--- src/design/psc_pkg.sv ---
package psc_pkg;

    localparam int unsigned DATA_W = 32;
    localparam int unsigned CFG_IDX_W = 3;

    localparam logic [CFG_IDX_W-1:0] CFG_AC1_AC2 = 3'd0;
    localparam logic [CFG_IDX_W-1:0] CFG_AC3_AC4 = 3'd1;
    localparam logic [CFG_IDX_W-1:0] CFG_AC5_AC6 = 3'd2;
    localparam logic [CFG_IDX_W-1:0] CFG_B1_B2   = 3'd3;
    localparam logic [CFG_IDX_W-1:0] CFG_MC_MD   = 3'd4;
    localparam logic [CFG_IDX_W-1:0] CFG_OSS     = 3'd5;

    localparam logic [31:0] T_OFFSET   = 32'd4000;
    localparam logic [31:0] B4_BIAS    = 32'd32768;
    localparam logic [31:0] B7_SCALE   = 32'd50000;
    localparam logic [31:0] P_C1       = 32'd3038;
    localparam logic [31:0] P_C2       = 32'd7357;
    localparam logic [31:0] P_C3       = 32'd3791;
    localparam logic [17:0] P_MAX      = 18'h3FFFF;

    function automatic logic [31:0] asr(input logic [31:0] x, input int unsigned n);
        return 32'($signed(x) >>> n);
    endfunction

    function automatic logic [31:0] sx16(input logic [15:0] v);
        return {{16{v[15]}}, v};
    endfunction

endpackage

--- src/design/psc_div.sv ---
module psc_div #(
    parameter int unsigned W_SIDE     = 1,
    parameter bit          SIGNED_DIV = 1'b0
) (
    input  logic              i_clk,
    input  logic              i_rst_n,
    input  logic              i_en,
    input  logic              i_valid,
    input  logic [31:0]       i_num,
    input  logic [31:0]       i_den,
    input  logic [W_SIDE-1:0] i_side,
    output logic              o_valid,
    output logic [31:0]       o_quo,
    output logic [W_SIDE-1:0] o_side
);
    import psc_pkg::*;

    localparam int unsigned N = DATA_W;

    logic              r_v    [N+1];
    logic [N-1:0]      r_rem  [N+1];
    logic [N-1:0]      r_quo  [N+1];
    logic [N-1:0]      r_den  [N+1];
    logic              r_neg  [N+1];
    logic [W_SIDE-1:0] r_side [N+1];
    logic              r_out_v;
    logic [N-1:0]      r_out_q;
    logic [W_SIDE-1:0] r_out_side;

    logic n_neg;
    logic [N-1:0] n_anum, n_aden;

    always_comb begin
        if (SIGNED_DIV) begin
            n_neg  = i_num[N-1] ^ i_den[N-1];
            n_anum = i_num[N-1] ? (~i_num + 1'b1) : i_num;
            n_aden = i_den[N-1] ? (~i_den + 1'b1) : i_den;
        end else begin
            n_neg  = 1'b0;
            n_anum = i_num;
            n_aden = i_den;
        end
    end

    always_ff @(posedge i_clk) begin
        if (!i_rst_n) begin
            r_v[0] <= 1'b0;
        end else if (i_en) begin
            r_v[0] <= i_valid;
        end
        if (i_en) begin
            r_rem[0]  <= '0;
            r_quo[0]  <= n_anum;
            r_den[0]  <= n_aden;
            r_neg[0]  <= n_neg;
            r_side[0] <= i_side;
        end
    end

    // One restoring quotient bit per stage.
    for (genvar k = 0; k < N; k++) begin : g_step
        logic [N:0] n_sh, n_diff;
        always_comb begin
            n_sh   = {r_rem[k], r_quo[k][N-1]};
            n_diff = n_sh - {1'b0, r_den[k]};
        end
        always_ff @(posedge i_clk) begin
            if (!i_rst_n) begin
                r_v[k+1] <= 1'b0;
            end else if (i_en) begin
                r_v[k+1] <= r_v[k];
            end
            if (i_en) begin
                r_rem[k+1]  <= n_diff[N] ? n_sh[N-1:0] : n_diff[N-1:0];
                r_quo[k+1]  <= {r_quo[k][N-2:0], ~n_diff[N]};
                r_den[k+1]  <= r_den[k];
                r_neg[k+1]  <= r_neg[k];
                r_side[k+1] <= r_side[k];
            end
        end
    end

    always_ff @(posedge i_clk) begin
        if (!i_rst_n) begin
            r_out_v <= 1'b0;
        end else if (i_en) begin
            r_out_v <= r_v[N];
        end
        if (i_en) begin
            r_out_q    <= r_neg[N] ? (~r_quo[N] + 1'b1) : r_quo[N];
            r_out_side <= r_side[N];
        end
    end

    assign o_valid = r_out_v;
    assign o_quo   = r_out_q;
    assign o_side  = r_out_side;

endmodule

--- config.mk ---
export PLATFORM = sky130hd
export DESIGN_NAME = psc_div
export DESIGN_NICKNAME = d
export VERILOG_FILES = /design/src/design/psc_pkg.sv /design/src/design/psc_div.sv
export SDC_FILE = /design/constraint.sdc
export NUM_CORES = 2
export LEC_CHECK = 0
export BUFFER_PORTS_ARGS = -buffer_cell sky130_fd_sc_hd__buf_2
export CAP_MARGIN = 20
export CORE_AREA = 2 2 540 542
export DETAILED_ROUTE_END_ITERATION = 16
export DIE_AREA = 0 0 542 544
export HOLD_SLACK_MARGIN = 0.06
export PLACE_DENSITY_LB_ADDON = 0.2
export SLEW_MARGIN = 25
export SYNTH_ARGS = -nofsm -noshare
export SYNTH_HDL_FRONTEND = slang
export SYNTH_SLANG_ARGS = --single-unit
--- constraint.sdc ---
create_clock -name i_clk -period 3.6 [get_ports i_clk]
set_input_delay 0.72 -clock i_clk [delete_from_list [all_inputs] [get_ports i_clk]]
set_output_delay 0.72 -clock i_clk [all_outputs]
set_load 0.02 [all_outputs]
# Word-level counts from Yosys, hierarchy flattened

Memory sizes are Yosys's and may differ from the RTL's. A register that Yosys moved wholly into a read port is not among the register bits.
Index checks and enable logic that the tools add are counted.

Bitwise logic cells: 66
Add/sub/neg operators: 33
Muxes and demuxes: 71
Reductions and logical operators: 1

Operator list:

| kind                                                             | count |
|---|---|
| 32-bit 2-to-1 mux                                                | 33 |
| 33-bit by 32-bit subtractor with 33-bit output                   | 32 |
| 1-bit 2-to-1 mux                                                 | 38 |
| 1-bit OR                                                         | 33 |
| 32-bit by 1-bit adder with 32-bit output (second input constant) | 1 |
| 1-bit NOT                                                        | 32 |
| 32-bit NOT                                                       | 1 |
| 1-bit logical NOT                                                | 1 |

Flip-flop bits (word level): 32
Output and inout port bits: 34
RAM bits: 3267
Memories kept: 6
Logic and storage cells: 178
Bits of input ports: 69

Memories:

| memory | depth | width | read ports | clocked after Yosys merged registers in | wr ports | RTL line      | RTL |
|---|---|---|---|---|---|---|---|
| r_den  | 33    | 32    | 32         | 0                                       | 33       | psc_div.sv:23 | `logic [N-1:0] r_den [N+1];` |
| r_quo  | 33    | 32    | 33         | 0                                       | 33       | psc_div.sv:22 | `logic [N-1:0] r_quo [N+1];` |
| r_rem  | 33    | 32    | 32         | 0                                       | 33       | psc_div.sv:21 | `logic [N-1:0] r_rem [N+1];` |
| r_neg  | 33    | 1     | 33         | 0                                       | 33       | psc_div.sv:24 | `logic r_neg [N+1];` |
| r_side | 33    | 1     | 33         | 1                                       | 33       | psc_div.sv:25 | `logic [W_SIDE-1:0] r_side [N+1];` |
| r_v    | 33    | 1     | 33         | 1                                       | 33       | psc_div.sv:20 | `logic r_v [N+1];` |

# Logic depth before layout (Yosys ltp)

Depth after elaboration: 4
Mapped depth: 16
Gate-level depth less buffers: 15

# Worst setup path before layout

No wires, ideal clock.

Kind: reg-to-reg
Start point: mem r_den[0][768] (netlist name)
End point: mem r_rem[0][824] (netlist name) (data pin)
Data arrival time: 3.685 ns
Setup slack: -0.345 ns
Stages on the path, launching flop included: 15
Cell sequence: edfxtp_1 -> ha_1 -> fa_1 -> nor2b_1 -> o2111ai_1 -> and3_1 -> nor3b_1 -> a211oi_1 -> o21bai_1 -> nand3_1 -> o31ai_1 -> a21oi_1 -> xor2_1 -> clkbuf_1 -> mux2_2

RTL lines:

| what               | RTL line |
|---|---|
| start: declaration | psc_div.sv:23 |
| end: declaration   | psc_div.sv:21 |

==> flow_summary.ini <==
[clock_tree]
cts_buffer_depth = 4
clk_latency_ns = 0.95
ctsRootBufferMaster = clkbuf_16
numCtsBuffers = 339
cts_tree = done
clock_sinks = 3172
htreeDepth = 5
clk_pin_slew_worst_paths_ns = 0.06

[pwr]
total_power_mw = 197
peakVddDrop_v = 0.000815
p_leak_nw = 81.4
powerDensity_mw_per_mm2 = 1010

[finish]
nets = 15300
final_core_util = 0.675
layoutNonFillerInstCount = 18300
syn2layout_area_growth_pct = 23.3
fill_cells = 20400
layout-drive-gt1-share = 0.246
regArea_mm2 = 0.0952
multi_input_area_mm2 = 0.0631

[synth]
synth_ff_type = edfxtp_1
yosysSeqAreaShare = 0.601
synth-edff-count = 3170
synth-async-reset-ratio = 0
yosys_warnings = 0
synth_seq_cells = 3172
synthTopCellsByArea = edfxtp_1 (60%), ha_1 (7.8%), mux2_2 (5.1%), a21oi_1 (3.0%), inv_1 (3.0%)
synth.top_cell.area_share = 0.601
ys_types = 91
yosysTopAreaCell = edfxtp_1
avgSynthCellArea_um2 = 12.9
netlist_instances = 12300
synth_area_mm2 = 0.158

[die]
rows = 198
num_io_pins = 103
die_w_um = 542
core_area_mm2 = 0.289
start_util = 0.548
die_area_mm2 = 0.295
die_y_um = 544

[run]
drv_cap = 0

[route]
antenna_left = 0
dr_total_vias = 104000
dr.pass1.iters = 7
drcViolationCount = 0
wl_per_cell_um = 20.9
dr.first_iter.drc_count = 7441
finalWirelength_um = 381000
vias_per_cell = 5.67

[timing]
setup_viol = 524
worstMarginPinSlew_ns = 0.998
fmax_mhz = 246
drv_slew = 0
layout_min_cycle_time_ns = 4.06
period_share = 1.13
rsz0062_at_grt = true
slew_headroom = 0.332
fin_setup_tns_ns = -78.89
layout_setup_ws_ns = -0.457
skew_ns = 0.0594
hold_viol_final = 0

[worst_hold_path]
hp-start = i_num[21]
min_path_type = input pin to register
whs_path_depth = 1
hold_end = r_quo[0][21]

[outcome]
outcome = finished with violations
violations = negative setup slack

[placed_design]
placed_cells = 17200
routabilityCongestion = 0.935
post-place-ws_ns = -0.546
place.port_buffers = 102
dp_hpwl_um = 263000

[setup_path]
slowest_stage = o41a_1
critPathCaptureType = register
r2r-end = r_rem[0][780]
path_max_fanout = 8
path_class = register to register
worstReg2RegStart = r_quo[0][767]
critPathLaunchType = register
path_cells = inv_1, ha_2, fa_2, nor2b_4, o31a_1, o41a_1, o31a_1, a221oi_2, buf_4, o21bai_4, a31oi_4, nor4b_2, and3b_2, buf_12, mux2_4
required_ns = 4.26
worst_r2r_path_depth = 15
critPathArrivalTime_ns = 4.72
cp_common_cell = o31a_1
reg2reg_slack_ns = -0.46
slowest_delay_ns = 0.47

[global_route]
met2_usage = 0.450
grt_pass1_vias = 104000
antenna_found_initial = 6
top_usage_layer = met2
grt_pass1_wl_um = 577000
grt_util_met1 = 0.303
overflow = 0
grt_use_met3 = 0.0288
track_usage = 0.249
grt_start_max_net_pins = 107
[placed cells by master, fill, tap and decap left out, types with 65 or more instances in the layout]
cell type  Yosys  layout
edfxtp_1    3170    3170
buf_4          2    1370
inv_1       1247    1225
ha_1         993     944
a21oi_1      939     868
nor2_1       573     540
mux2_4         0     538
xnor2_1      519     507
nand2_1      528     498
o21ai_0      534     437
a21o_1       426     425
clkbuf_16      0     359
xor2_1       294     285
mux2_2       714     184
nand3_1      186     181
o21a_1       170     169
nor2b_1      163     140
buf_12         0     119
nand2b_1     119     118
and3_1       115     109
nor3_1       118     104
nand4_1      103     103
buf_2         46     101
o21bai_1      95      92
a31oi_1      110      89
buf_6          3      81
clkinv_1       0      80
mux2i_1       85      65
[worst max-delay path by stage]
stage	depth (start not counted)	slack, ns	start	to
finish	15	-0.46	r_quo[0][767]	r_rem[0][780]
global route	15	-0.55	r_quo[0][767]	r_rem[0][780]
CTS	15	-0.39	r_quo[0][991]	r_rem[0][994]
detailed placement	19	-0.55	r_den[0][224]	r_rem[0][260]
global placement	20	-0.50	r_quo[0][255]	r_rem[0][256]
floorplan	15	-0.14	r_quo[0][991]	r_rem[0][1017]
[cell usage after synthesis (115+ instances only)]
master,instances
edfxtp_1,3170
inv_1,1247
ha_1,993
a21oi_1,939
mux2_2,714
nor2_1,573
o21ai_0,534
nand2_1,528
xnor2_1,519
a21o_1,426
xor2_1,294
clkbuf_1,210
nand3_1,186
o21a_1,170
nor2b_1,163
nand2b_1,119
nor3_1,118
and3_1,115
[where the power goes]
part,switching (mW),leakage [nW],internal (mW),total [mW]
Clock,14.8,5.35,19.9,34.6
Combinational,47.5,45.0,55.3,103
Sequential,6.23,31.1,53.2,59.4
Total,68.5,81.4,128,197
[final cells by class]
class / instances / share of cell area
multi-input combinational: 7613 / 0.323
antenna: 1 / 0.0000128
tap: 3800 / 0.0243
clock inverter: 225 / 0.0122
timing repair buffer: 1821 / 0.0852
clock buffer: 386 / 0.0444
sequential: 3172 / 0.487
inverter: 1248 / 0.0240
[critical path, delay by kind of cell (launching register included)]
kind,cells,cell delay [ns]
AOI/OAI and AO/OA,6,1.71
adders and majority gates,2,0.45
buffers and inverters,3,0.44
DFF,1,0.39
muxes,1,0.31
and+or+nand+nor,3,0.46
[timing repair]
| item | CTS | global route |
|---|---|---|
| hold buffers | 64 | 0 |
| buffers inserted | 191 | 176 |
| hold endpoints to repair | 64 | 0 |
| setup endpoints to repair | 978 | 951 |
| pin swaps | 208 | 290 |
| cloned | 64 | 23 |
| resized for setup | 754 | 792 |
[routing by layer]
metal | share of wire | vias up
li1 | - | 49400
met1 | 0.40 | 50700
met2 | 0.51 | 2518
met3 | 0.039 | 874
met4 | 0.042 | 0
met5 | 0 | -
[per-stage QoR]
step,area [um2],hold slack [ns]
finish,195000,0.131
global route,195000,0.0990
CTS,191000,0.0869
detailed placement,174000,0.405
global placement,174000,0.400
floorplan,159000,0.400
[flip-flops by register name, indices dropped and copies added (netlist names)]
| register | count |
|---|---|
| r_rem | 992 |
| r_quo | 1056 |
| o_quo | 32 |
| o_valid | 1 |
| r_side | 33 |
| r_den | 1024 |
| o_side | 1 |
| r_v | 33 |
[kinds of logic after synthesis]
family,synth area share
adders and majority gates,0.0822
and+or+nand+nor,0.0659
other,0.0000237
buffers and inverters,0.0365
AOI/OAI and AO/OA,0.112
DFF,0.601
xor gates and xnor gates,0.0450
muxes,0.0577
No activity file was read; power rests on OpenSTA's default activity.
